<file path="config.mk">
export PLATFORM = sky130hd
export DESIGN_NAME = keyed_shuffle_permuter
export DESIGN_NICKNAME = d
export VERILOG_FILES = /design/src/rtl/ksp_pkg.sv /design/src/rtl/keyed_shuffle_permuter.sv
export VERILOG_INCLUDE_DIRS = /design/src /design/src/rtl
export SDC_FILE = /design/constraint.sdc
export NUM_CORES = 2
export LEC_CHECK = 0
export BUFFER_PORTS_ARGS = -buffer_cell sky130_fd_sc_hd__buf_4
export CAP_MARGIN = 15
export CORE_ASPECT_RATIO = 1.2
export CORE_MARGIN = 2
export CORE_UTILIZATION = 50
export CTS_BUF_LIST = sky130_fd_sc_hd__clkbuf_4
export DETAILED_ROUTE_END_ITERATION = 8
export HOLD_SLACK_MARGIN = 0.06
export PLACE_DENSITY = 0.65
export SLEW_MARGIN = 20
export SYNTH_ARGS = -nofsm -noshare
export SYNTH_HDL_FRONTEND = slang
export SYNTH_SLANG_ARGS = --single-unit
</file>
<file path="constraint.sdc">
create_clock -name clk -period 9.4 [get_ports clk]
set_input_delay 0.47 -clock clk [delete_from_list [all_inputs] [get_ports clk]]
set_output_delay 0.47 -clock clk [all_outputs]
set_load 0.05 [all_outputs]
</file>
<file path="src/rtl/keyed_shuffle_permuter_assert.svh">
// Assertion macros for the keyed shuffle permuter.
// Used by rtl/keyed_shuffle_permuter.sv; no other dependencies.
`ifndef KEYED_SHUFFLE_PERMUTER_ASSERT_SVH
`define KEYED_SHUFFLE_PERMUTER_ASSERT_SVH

// hold: condition implies consequence in the same cycle
`define KSP_ASSERT_SAME(label, clk, rst_n, ante, cons, msg) \
    label: assert property (@(posedge clk) disable iff (!rst_n) (ante) |-> (cons)) \
        else $error(msg);

// hold: condition implies consequence in the next cycle
`define KSP_ASSERT_NEXT(label, clk, rst_n, ante, cons, msg) \
    label: assert property (@(posedge clk) disable iff (!rst_n) (ante) |=> (cons)) \
        else $error(msg);

`endif

</file>
<file path="src/rtl/ksp_pkg.sv">
// Types and constants for the keyed shuffle permuter.
// No dependencies.
`default_nettype none

package ksp_pkg;

    localparam int DATA_W      = 8;
    localparam int ADDR_W      = 6;
    localparam int STORE_DEPTH = 64;
    localparam int CNT_W       = ADDR_W + 1;
    localparam int LCG_W       = 32;
    localparam int BIT_CNT_W   = $clog2(LCG_W);
    localparam int CFG_IDX_W   = 1;
    localparam int CFG_DATA_W  = 32;

    typedef logic [ADDR_W-1:0] addr_t;
    typedef logic [DATA_W-1:0] byte_t;
    typedef logic [LCG_W-1:0]  lcg_t;

    localparam lcg_t LCG_MUL = 32'd1664525;
    localparam lcg_t LCG_ADD = 32'd1013904223;

    localparam logic [CFG_IDX_W-1:0] CFG_SEED = 1'b0;
    localparam logic [CFG_IDX_W-1:0] CFG_MODE = 1'b1;

    localparam logic MODE_SCRAMBLE   = 1'b0;
    localparam logic MODE_UNSCRAMBLE = 1'b1;

endpackage

`default_nettype wire

</file>
<file path="src/rtl/keyed_shuffle_permuter.sv">
// Keyed shuffle permuter: collects a byte block, shuffles a permutation with an LCG,
// and emits the block scrambled or unscrambled. Depends on ksp_pkg and
// keyed_shuffle_permuter_assert.svh.
//
//  port group | dir | words                        | handshake
//  s_axis     | in  | tdata[7:0] data_in, tlast    | tvalid/tready
//  m_axis     | out | tdata[7:0], tlast, tuser ovf | tvalid/tready
//  cfg        | in  | index 0 seed, 1 mode         | cfg_we, no wait
//
// A block of n words is taken at one word per cycle, then the permutation is built:
// an identity fill, then per swap step an LCG multiply and add, the bit-serial
// remainder unit and two reads and two writes. Mapping reads the permutation
// and moves each word; emission reads each word and waits out any stall on m_axis_tready.
// Reset clears control state only; the stores need no clearing pass.
// Input is taken only while collecting; output stalls hold the block.
`default_nettype none

module keyed_shuffle_permuter #(
    parameter int MAX_LEN = 64
) (
    input  wire                             clk,
    input  wire                             rst_n,
    input  wire                             s_axis_tvalid,
    output logic                            s_axis_tready,
    input  wire  [ksp_pkg::DATA_W-1:0]      s_axis_tdata,   // [7:0] data_in
    input  wire                             s_axis_tlast,
    output logic                            m_axis_tvalid,
    input  wire                             m_axis_tready,
    output logic [ksp_pkg::DATA_W-1:0]      m_axis_tdata,   // [7:0] data_out
    output logic                            m_axis_tlast,
    output logic                            m_axis_tuser,   // [0] overflow
    input  wire                             cfg_we,
    input  wire  [ksp_pkg::CFG_IDX_W-1:0]   cfg_addr,
    input  wire  [ksp_pkg::CFG_DATA_W-1:0]  cfg_data
);
    import ksp_pkg::*;

    `include "keyed_shuffle_permuter_assert.svh"

    localparam int DIV_W = ADDR_W + 1;
    localparam int ST_W  = 4;

    localparam logic [ST_W-1:0] S_LOAD = 4'd0;
    localparam logic [ST_W-1:0] S_INIT = 4'd1;
    localparam logic [ST_W-1:0] S_MUL  = 4'd2;
    localparam logic [ST_W-1:0] S_ADD  = 4'd3;
    localparam logic [ST_W-1:0] S_DIV  = 4'd4;
    localparam logic [ST_W-1:0] S_RDHI = 4'd5;
    localparam logic [ST_W-1:0] S_RDLO = 4'd6;
    localparam logic [ST_W-1:0] S_WRHI = 4'd7;
    localparam logic [ST_W-1:0] S_WRLO = 4'd8;
    localparam logic [ST_W-1:0] S_PRD  = 4'd9;
    localparam logic [ST_W-1:0] S_PMAP = 4'd10;
    localparam logic [ST_W-1:0] S_PWR  = 4'd11;
    localparam logic [ST_W-1:0] S_ERD  = 4'd12;
    localparam logic [ST_W-1:0] S_ELD  = 4'd13;
    localparam logic [ST_W-1:0] S_EOUT = 4'd14;

    logic [ST_W-1:0]      state_reg;
    logic [CNT_W-1:0]     count_reg;
    logic                 ovf_reg;
    addr_t                idx_reg;
    addr_t                hi_reg;
    addr_t                rem_reg;
    addr_t                tmp_hi_reg;
    lcg_t                 lcg_reg;
    lcg_t                 prod_reg;
    lcg_t                 div_q_reg;
    logic [BIT_CNT_W-1:0] bit_cnt_reg;
    lcg_t                 seed_reg;
    logic                 mode_reg;
    logic                 out_valid_reg;
    byte_t                out_data_reg;
    logic                 out_last_reg;
    logic                 out_ovf_reg;

    byte_t in_mem   [STORE_DEPTH];
    addr_t perm_mem [STORE_DEPTH];
    byte_t out_mem  [STORE_DEPTH];

    byte_t in_rdata_reg;
    addr_t perm_rdata_reg;
    byte_t out_rdata_reg;

    logic  in_we;
    addr_t in_waddr;
    addr_t in_raddr;
    logic  perm_we;
    addr_t perm_waddr;
    addr_t perm_wdata;
    addr_t perm_raddr;
    logic  out_we;
    addr_t out_waddr;
    byte_t out_wdata;
    addr_t out_raddr;

    logic             s_fire;
    logic             room;
    logic             last_elem;
    logic [DIV_W-1:0] divisor;
    logic [DIV_W-1:0] trial;
    lcg_t             lcg_sum;

    assign s_axis_tready = (state_reg == S_LOAD);
    assign s_fire        = s_axis_tvalid && s_axis_tready;
    assign room          = (count_reg < CNT_W'(MAX_LEN));
    assign last_elem     = (idx_reg == ADDR_W'(count_reg - CNT_W'(1)));
    assign divisor       = DIV_W'(hi_reg) + DIV_W'(1);
    assign trial         = {rem_reg, div_q_reg[LCG_W-1]};
    assign lcg_sum       = prod_reg + LCG_ADD;

    assign m_axis_tvalid = out_valid_reg;
    assign m_axis_tdata  = out_data_reg;
    assign m_axis_tlast  = out_last_reg;
    assign m_axis_tuser  = out_ovf_reg;

    always_comb
    begin
        in_we      = s_fire && room;
        in_waddr   = count_reg[ADDR_W-1:0];
        in_raddr   = idx_reg;
        perm_we    = 1'b0;
        perm_waddr = idx_reg;
        perm_wdata = idx_reg;
        perm_raddr = idx_reg;
        out_we     = 1'b0;
        out_waddr  = idx_reg;
        out_wdata  = in_rdata_reg;
        out_raddr  = idx_reg;
        unique case (state_reg)
            S_INIT:
            begin
                perm_we = 1'b1;
            end
            S_RDHI:
            begin
                perm_raddr = hi_reg;
            end
            S_RDLO:
            begin
                perm_raddr = rem_reg;
            end
            S_WRHI:
            begin
                perm_we    = 1'b1;
                perm_waddr = hi_reg;
                perm_wdata = perm_rdata_reg;
            end
            S_WRLO:
            begin
                perm_we    = 1'b1;
                perm_waddr = rem_reg;
                perm_wdata = tmp_hi_reg;
            end
            S_PMAP:
            begin
                if (mode_reg == MODE_SCRAMBLE)
                begin
                    out_we    = 1'b1;
                    out_waddr = perm_rdata_reg;
                end
                else
                begin
                    in_raddr = perm_rdata_reg;
                end
            end
            S_PWR:
            begin
                out_we = 1'b1;
            end
            default:
            begin
            end
        endcase
    end

    always_ff @(posedge clk)
    begin
        if (in_we)
        begin
            in_mem[in_waddr] <= s_axis_tdata;
        end
        in_rdata_reg <= in_mem[in_raddr];
    end

    always_ff @(posedge clk)
    begin
        if (perm_we)
        begin
            perm_mem[perm_waddr] <= perm_wdata;
        end
        perm_rdata_reg <= perm_mem[perm_raddr];
    end

    always_ff @(posedge clk)
    begin
        if (out_we)
        begin
            out_mem[out_waddr] <= out_wdata;
        end
        out_rdata_reg <= out_mem[out_raddr];
    end

    always_ff @(posedge clk or negedge rst_n)
    begin
        if (!rst_n)
        begin
            seed_reg <= '0;
            mode_reg <= MODE_SCRAMBLE;
        end
        else if (cfg_we)
        begin
            unique case (cfg_addr)
                CFG_SEED: seed_reg <= cfg_data;
                CFG_MODE: mode_reg <= cfg_data[0];
                default:
                begin
                end
            endcase
        end
    end

    always_ff @(posedge clk)
    begin
        case (state_reg)
            S_MUL:
            begin
                prod_reg <= lcg_reg * LCG_MUL;
            end
            S_ADD:
            begin
                div_q_reg <= lcg_sum;
            end
            S_DIV:
            begin
                div_q_reg <= {div_q_reg[LCG_W-2:0], 1'b0};
            end
            S_RDLO:
            begin
                tmp_hi_reg <= perm_rdata_reg;
            end
            S_ELD:
            begin
                out_data_reg <= out_rdata_reg;
                out_last_reg <= last_elem;
                out_ovf_reg  <= ovf_reg;
            end
            default:
            begin
            end
        endcase
    end

    always_ff @(posedge clk or negedge rst_n)
    begin
        if (!rst_n)
        begin
            state_reg     <= S_LOAD;
            count_reg     <= '0;
            ovf_reg       <= 1'b0;
            idx_reg       <= '0;
            hi_reg        <= '0;
            rem_reg       <= '0;
            lcg_reg       <= '0;
            bit_cnt_reg   <= '0;
            out_valid_reg <= 1'b0;
        end
        else
        begin
            unique case (state_reg) inside
                S_LOAD:
                begin
                    if (s_fire)
                    begin
                        if (room)
                        begin
                            count_reg <= count_reg + CNT_W'(1);
                        end
                        else
                        begin
                            ovf_reg <= 1'b1;
                        end
                        if (s_axis_tlast)
                        begin
                            idx_reg   <= '0;
                            state_reg <= S_INIT;
                        end
                    end
                end
                S_INIT:
                begin
                    if (last_elem)
                    begin
                        lcg_reg <= (seed_reg == '0) ? LCG_W'(1) : seed_reg;
                        if (count_reg == CNT_W'(1))
                        begin
                            idx_reg   <= '0;
                            state_reg <= S_PRD;
                        end
                        else
                        begin
                            hi_reg    <= ADDR_W'(count_reg - CNT_W'(1));
                            state_reg <= S_MUL;
                        end
                    end
                    else
                    begin
                        idx_reg <= idx_reg + ADDR_W'(1);
                    end
                end
                S_MUL:
                begin
                    state_reg <= S_ADD;
                end
                S_ADD:
                begin
                    lcg_reg     <= lcg_sum;
                    rem_reg     <= '0;
                    bit_cnt_reg <= '0;
                    state_reg   <= S_DIV;
                end
                S_DIV:
                begin
                    if (trial >= divisor)
                    begin
                        rem_reg <= ADDR_W'(trial - divisor);
                    end
                    else
                    begin
                        rem_reg <= ADDR_W'(trial);
                    end
                    bit_cnt_reg <= bit_cnt_reg + BIT_CNT_W'(1);
                    if (bit_cnt_reg == BIT_CNT_W'(LCG_W - 1))
                    begin
                        state_reg <= S_RDHI;
                    end
                end
                S_RDHI:
                begin
                    state_reg <= S_RDLO;
                end
                S_RDLO:
                begin
                    state_reg <= S_WRHI;
                end
                S_WRHI:
                begin
                    state_reg <= S_WRLO;
                end
                S_WRLO:
                begin
                    if (hi_reg == ADDR_W'(1))
                    begin
                        idx_reg   <= '0;
                        state_reg <= S_PRD;
                    end
                    else
                    begin
                        hi_reg    <= hi_reg - ADDR_W'(1);
                        state_reg <= S_MUL;
                    end
                end
                S_PRD:
                begin
                    state_reg <= S_PMAP;
                end
                S_PMAP, S_PWR:
                begin
                    if (state_reg == S_PMAP && mode_reg == MODE_UNSCRAMBLE)
                    begin
                        state_reg <= S_PWR;
                    end
                    else if (last_elem)
                    begin
                        idx_reg   <= '0;
                        state_reg <= S_ERD;
                    end
                    else
                    begin
                        idx_reg   <= idx_reg + ADDR_W'(1);
                        state_reg <= S_PRD;
                    end
                end
                S_ERD:
                begin
                    state_reg <= S_ELD;
                end
                S_ELD:
                begin
                    out_valid_reg <= 1'b1;
                    state_reg     <= S_EOUT;
                end
                S_EOUT:
                begin
                    if (m_axis_tready)
                    begin
                        out_valid_reg <= 1'b0;
                        if (out_last_reg)
                        begin
                            count_reg <= '0;
                            ovf_reg   <= 1'b0;
                            state_reg <= S_LOAD;
                        end
                        else
                        begin
                            idx_reg   <= idx_reg + ADDR_W'(1);
                            state_reg <= S_ERD;
                        end
                    end
                end
                default:
                begin
                    state_reg <= S_LOAD;
                end
            endcase
        end
    end

    `KSP_ASSERT_SAME(a_no_overlap, clk, rst_n, s_axis_tready, !m_axis_tvalid, "input taken while output pending")
    `KSP_ASSERT_SAME(a_count_bound, clk, rst_n, 1'b1, count_reg <= CNT_W'(MAX_LEN), "block count above limit")
    `KSP_ASSERT_SAME(a_ovf_full, clk, rst_n, ovf_reg, count_reg == CNT_W'(MAX_LEN), "overflow without full block")
    `KSP_ASSERT_SAME(a_rem_bound, clk, rst_n, state_reg == S_DIV, DIV_W'(rem_reg) < divisor, "remainder not below divisor")
    `KSP_ASSERT_NEXT(a_last_done, clk, rst_n, m_axis_tvalid && m_axis_tready && m_axis_tlast, count_reg == '0 && !ovf_reg, "block state not cleared")

endmodule

`default_nettype wire
</file>
* Word-level counts from Yosys, hierarchy flattened
Memory sizes are Yosys's and may differ from the RTL's. A register that Yosys moved wholly into a read port is not among the register bits.
Index checks and enable logic that the tools add are counted.
** Word-level totals
- Memories :: 3
- Input port bits :: 47
- RAM bits :: 1408
- Register bits after elaboration :: 181
- Bits in read-only memories :: 0
- Latch bits :: 0
- Word-level logic and storage cells :: 146
** Memory list
- in_mem :: words 64, width 8, rd ports 1, clocked after Yosys merged registers in 1, wr ports 1, RTL line keyed_shuffle_permuter.sv:77 : byte_t in_mem [STORE_DEPTH];
- out_mem :: words 64, width 8, rd ports 1, clocked after Yosys merged registers in 1, wr ports 1, RTL line keyed_shuffle_permuter.sv:79 : byte_t out_mem [STORE_DEPTH];
- perm_mem :: words 64, width 6, rd ports 1, clocked after Yosys merged registers in 1, wr ports 1, RTL line keyed_shuffle_permuter.sv:78 : addr_t perm_mem [STORE_DEPTH];
** Cells by class
- Bitwise logic cells :: 1
- Reductions and logical operators :: 22
- Multipliers :: 1
- Equality and inequality tests :: 32
- Magnitude comparators :: 2
- Divide/modulo/power cells :: 0
- Muxes and demuxes :: 60
- Shift operators :: 0
- Add/subtract/negate cells :: 8
** Operators with widths (count)
- $pmux 32 s2 :: 2
- $mux 6 :: 17
- $mux 32 :: 2
- $pmux 6 s2 :: 5
- $pmux 4 s14 :: 1
- $add 32x30->32 const B :: 1
- $logic_not 32->1 :: 1
- $mul 32x21->32 const B :: 1
- $mux 4 :: 8
- $pmux 6 s5 :: 1
- $eq 4x4->1 const B :: 7
- $mux 7 :: 4
- $eq 4x3->1 const B :: 4
- $ne 2x2->1 const B :: 8
- $reduce_and 5->1 :: 3
- $pmux 7 s2 :: 1
- $mux 1 :: 13
- $sub 6x1->6 const B :: 2
- $ne 2x1->1 const B :: 5
- $pmux 5 s2 :: 1
- $reduce_bool 2->1 :: 5
- $eq 4x2->1 const B :: 2
- $reduce_and 2->1 :: 4
- $reduce_and 8->1 :: 1
- 22 further kinds :: 27

* Depth between registers and ports, before layout
- Depth after elaboration :: 5
- Mapped depth :: 21
- Depth with buffers taken out :: 21

* Least setup slack after synthesis
OpenSTA, ideal clock, no wires.
- Kind :: flip-flop to flip-flop
- From :: reg lcg_reg[7]
- To :: reg prod_reg[30] (data pin)
- Path slack :: 3.723 ns
- Setup time :: 0.258 ns
- Period minus slack after synthesis :: 5.677 ns
- Stages on the path, launching flop included :: 21
- Data arrival time :: 5.420 ns
- Required time :: 9.142 ns
- Cells stage by stage :: dfrtp_1 ha_1 ha_1 fa_1 inv_1 fa_1 inv_1 fa_1 inv_1 fa_1 inv_1 fa_1 ha_1 and2_1 a221oi_1 o31ai_1 a41oi_1 o21ai_0 a41o_1 a21oi_1 xnor2_1
** Between the ends
- Longest elaborated chain between the ends :: 1
** Ends and longest elaborated chain
- start, declared :: RTL line keyed_shuffle_permuter.sv:66 : lcg_t lcg_reg;
- start signal, assigned :: RTL line keyed_shuffle_permuter.sv:294 : lcg_reg <= (seed_reg == '0) ? LCG_W'(1) : seed_reg;
- start signal, assigned :: RTL line keyed_shuffle_permuter.sv:317 : lcg_reg <= lcg_sum;
- $mul 32x21->32 :: RTL line keyed_shuffle_permuter.sv:228 : prod_reg <= lcg_reg * LCG_MUL;
- end signal, assigned :: RTL line keyed_shuffle_permuter.sv:228
- end, declared :: RTL line keyed_shuffle_permuter.sv:67 : lcg_t prod_reg;
Every way passes these cells.
A chain may end at the register's enable or synchronous reset.

* Worst setup path in the final report
Same ends and word-level chain as after synthesis.

==> reports/summary.txt <==
======================================================================================
Maximum fanout along the worst path .....................................            7
Highest routed layer ....................................................         met5
Die area ................................................................   146000 µm²
Most used standard cells in the synthesized netlist ..................... 1488 x sky130_fd_sc_hd__edfxtp_1, 527 x sky130_fd_sc_hd__nand2_1, 296 x sky130_fd_sc_hd__mux4_2
Dominant cells by area after synthesis .................................. sky130_fd_sc_hd__edfxtp_1 62%, sky130_fd_sc_hd__mux4_2 9.3%, sky130_fd_sc_hd__fa_1 3.7%
Share of the core filled with cells in the final layout .................        56.0%
Startpoint of the most critical setup path ..............................   lcg_reg[7]
Starting utilization of the core area ...................................        50.2%
Final setup skew ........................................................       118 ps
Clock latency reported for the late side of the worst-skew pair .........      1340 ps
Worst setup path endpoint ............................................... prod_reg[30]
Global-route wire length before repair ..................................    259000 µm
Detailed-route wire length on metal 1 ...................................     68100 µm
Most used standard cell by instance count after synthesis ............... sky130_fd_sc_hd__edfxtp_1
Final setup violation count .............................................            0
Number of detailed-routing iterations run before antenna repair .........            6
Share of flip-flops with an asynchronous set or reset after synthesis ...        6.27%
Detailed-routed wire length on met2 .....................................     86100 µm
Number of sinks on the clock net ........................................         1611
Largest registers ....................................................... in_mem (512), out_mem (512), perm_mem (384)
WL/cell .................................................................      24.1 µm
Number of antenna violations at the first check in global routing .......            4
Mapped Nets .............................................................         4899
Number of cells on the worst reg-to-reg path ............................           20
# Max-Cap Violations ....................................................            0
WS Path Type ............................................................   reg -> reg
H-tree level count ......................................................            5
Yosys warning count .....................................................            0
Fraction of layout cells with a size suffix above 1 .....................        21.5%
Cells resized by post-CTS repair ........................................            0
Timing-limited maximum frequency ........................................      163 MHz
Critical Path RT ........................................................     10410 ps
Total count of hold-check failures in the final report ..................            0
Number of antenna-violating nets in the routed design ...................            0
Source of the worst register-to-register timing path ....................   lcg_reg[7]
Cell taking the most area after synthesis ............................... sky130_fd_sc_hd__edfxtp_1
Iteration-0 DRC Markers .................................................         3572
Layout Nets .............................................................         5314
Total vias in the final route ...........................................        40800
Chip height .............................................................       419 µm
Synth top area share ....................................................        62.4%
Core Area ...............................................................   143000 µm²
Via-per-instance ratio ..................................................         5.77
Weighted congestion reported at the end of routability-driven placement .        0.883
Hold buffer count at cts ................................................          118
Endpoint of the worst register-to-register path ......................... prod_reg[30]
Min cycle time layout ...................................................      6150 ps
Post-route setup TNS ....................................................         0 ps
Total met3 wirelength after detailed routing ............................      9900 µm
Post-synthesis register bit count .......................................         1611
Maximum number of pins on one net before global-route repair ............          129
Startpoint type of the worst setup path .................................    flip-flop
Number of library cell types mapped by synthesis ........................           83
Dominant register cell in the synthesized netlist ....................... sky130_fd_sc_hd__edfxtp_1
Relative max-transition margin ..........................................        21.4%
Clock slew at reported path FFs .........................................        80 ps
Total DRC errors in the routed layout ...................................            0
Number of pins with negative max-slew slack in the final report .........            0
Top-Level Pins ..........................................................           59
Gate Count Post-Synth ...................................................         4541
Signed area change from the synthesized netlist to the final layout .....        11.6%
Buffers added on ports ..................................................           58
Worst reg-to-reg setup slack ............................................      3250 ps
CTS tree ................................................................          yes
Result of the run ....................................................... finished clean
Std cell rows ...........................................................          152
Final period util .......................................................        65.4%
Sequential fraction of the synthesis area ...............................        66.5%
Count of flip-flops with a built-in enable after synthesis ..............         1488
Syn Std Cell Area .......................................................    71600 µm²
Total Wirelength ........................................................    170000 µm
Hold Path Class .........................................................  in -> async
Clock root buffer ....................................................... sky130_fd_sc_hd__clkbuf_4
CTS Buf Count ...........................................................          404
Number of buffers inserted to repair setup after CTS ....................            0
Type of destination of the critical path ................................    flip-flop
Setup repair after global routing missed its margin .....................        false
Transition time of the tightest slew-check pin ..........................      1170 ps
Tot GR Track Use ........................................................        23.7%
Dpl hpwl ................................................................    105000 µm
Arrival time worst endpoint .............................................      7160 ps
Aggregate global routing overflow .......................................            0
Vias in the first global route ..........................................        42400
CTS Buffer Depth ........................................................            4
Synthesized area per cell ...............................................     15.8 µm²
Die Span X ..............................................................       350 µm
======================================================================================
[cells in the final DEF (no fill, tap or decap), types with 13 or more instances in the layout]
cell type and n:
sky130_fd_sc_hd__mux4_2 296, sky130_fd_sc_hd__clkbuf_4 581, sky130_fd_sc_hd__edfxtp_1 1488, sky130_fd_sc_hd__mux2_2 52
sky130_fd_sc_hd__o21ai_1 30, sky130_fd_sc_hd__nand2b_1 20, sky130_fd_sc_hd__fa_1 133, sky130_fd_sc_hd__dlygate4sd3_1 117
sky130_fd_sc_hd__and3_1 62, sky130_fd_sc_hd__a311oi_1 52, sky130_fd_sc_hd__inv_1 266, sky130_fd_sc_hd__a31oi_1 40
sky130_fd_sc_hd__xnor2_1 61, sky130_fd_sc_hd__buf_4 112, sky130_fd_sc_hd__a21oi_1 91, sky130_fd_sc_hd__clkinv_1 70
sky130_fd_sc_hd__o21ai_0 103, sky130_fd_sc_hd__xor2_1 27, sky130_fd_sc_hd__dfxtp_1 14, sky130_fd_sc_hd__ha_1 178
sky130_fd_sc_hd__mux2i_1 50, sky130_fd_sc_hd__and2_1 29, sky130_fd_sc_hd__nand2_1 521, sky130_fd_sc_hd__nor2_1 293
sky130_fd_sc_hd__a22oi_1 26, sky130_fd_sc_hd__a211oi_1 27, sky130_fd_sc_hd__nor3_1 20, sky130_fd_sc_hd__o22ai_1 13
sky130_fd_sc_hd__nand3_1 84, sky130_fd_sc_hd__dfrtp_1 97
[worst min path at each step]
stage                           from  depth (start not counted)               to
global placement    out_rdata_reg[6]                          0  m_axis_tdata[6]
finish                         rst_n                          4     seed_reg[11]
floorplan                      rst_n                          0   bit_cnt_reg[0]
global route                   rst_n                          4     seed_reg[11]
CTS                            rst_n                          4     seed_reg[29]
detailed placement  out_rdata_reg[5]                          0  m_axis_tdata[5]
[metal layers]
layer  up-vias  track usage (%)
li1      18300                -
met1     20800             30.4
met2      1421             39.6
met3       354             4.33
met4         2             10.3
met5         -                0
[per-stage QoR]
step | instance area (µm²) | setup slack [ps] | hold slack (ps) | instances
after floorplan | 71600 | 3720 | 174 | 4541
final | 79900 | 3250 | 233 | 7070
after detailed placement | 74000 | 3270 | 389 | 6280
after global routing | 79900 | 2910 | 188 | 7068
after CTS | 79900 | 3260 | 74.3 | 7067
after global placement | 74000 | 3340 | 388 | 6280
[final cells by class]
| cell class | instances | area [µm²] |
|---|---|---|
| diodes | 3 | 7.51 |
| clock buffers | 581 | 4360 |
| clock inverters | 88 | 412 |
| fillers | 11300 | 62700 |
| inverters | 267 | 1000 |
| multi-input cells | 2440 | 22100 |
| flip-flops and latches | 1611 | 47700 |
| well taps | 1848 | 2310 |
| repair buffers | 232 | 2070 |
[logic make-up (layout without fill, tap and decap cells)]
| family | count (synthesis) | count (layout) | share of synthesized area [%] |
|---|---|---|---|
| flops | 1611 | 1611 | 66.5 |
| mux | 414 | 414 | 11.1 |
| xor+xnor | 89 | 89 | 1.11 |
| buf+inv | 490 | 1168 | 2.86 |
| fa+ha+maj | 311 | 311 | 6.83 |
| compound gates | 507 | 507 | 4.76 |
| simple gates | 1119 | 1119 | 6.86 |
| other cells | 0 | 3 | 0 |
[critical path, stage by stage (launching register included)]
cell and delay (ps):
sky130_fd_sc_hd__dfrtp_1 490, sky130_fd_sc_hd__ha_1 370, sky130_fd_sc_hd__ha_1 350, sky130_fd_sc_hd__fa_1 490
sky130_fd_sc_hd__inv_1 50, sky130_fd_sc_hd__fa_1 530, sky130_fd_sc_hd__inv_1 50, sky130_fd_sc_hd__fa_1 480
sky130_fd_sc_hd__inv_1 50, sky130_fd_sc_hd__fa_1 470, sky130_fd_sc_hd__inv_1 50, sky130_fd_sc_hd__fa_1 440
sky130_fd_sc_hd__ha_1 360, sky130_fd_sc_hd__and2_1 180, sky130_fd_sc_hd__a221oi_1 270, sky130_fd_sc_hd__o31ai_1 190
sky130_fd_sc_hd__a41oi_1 340, sky130_fd_sc_hd__o21ai_0 220, sky130_fd_sc_hd__a41o_1 290, sky130_fd_sc_hd__a21oi_1 170
sky130_fd_sc_hd__xnor2_1 80
Power is not shown: default switching activity piles up to over one toggle a cycle in this logic, so the estimate is an artifact.
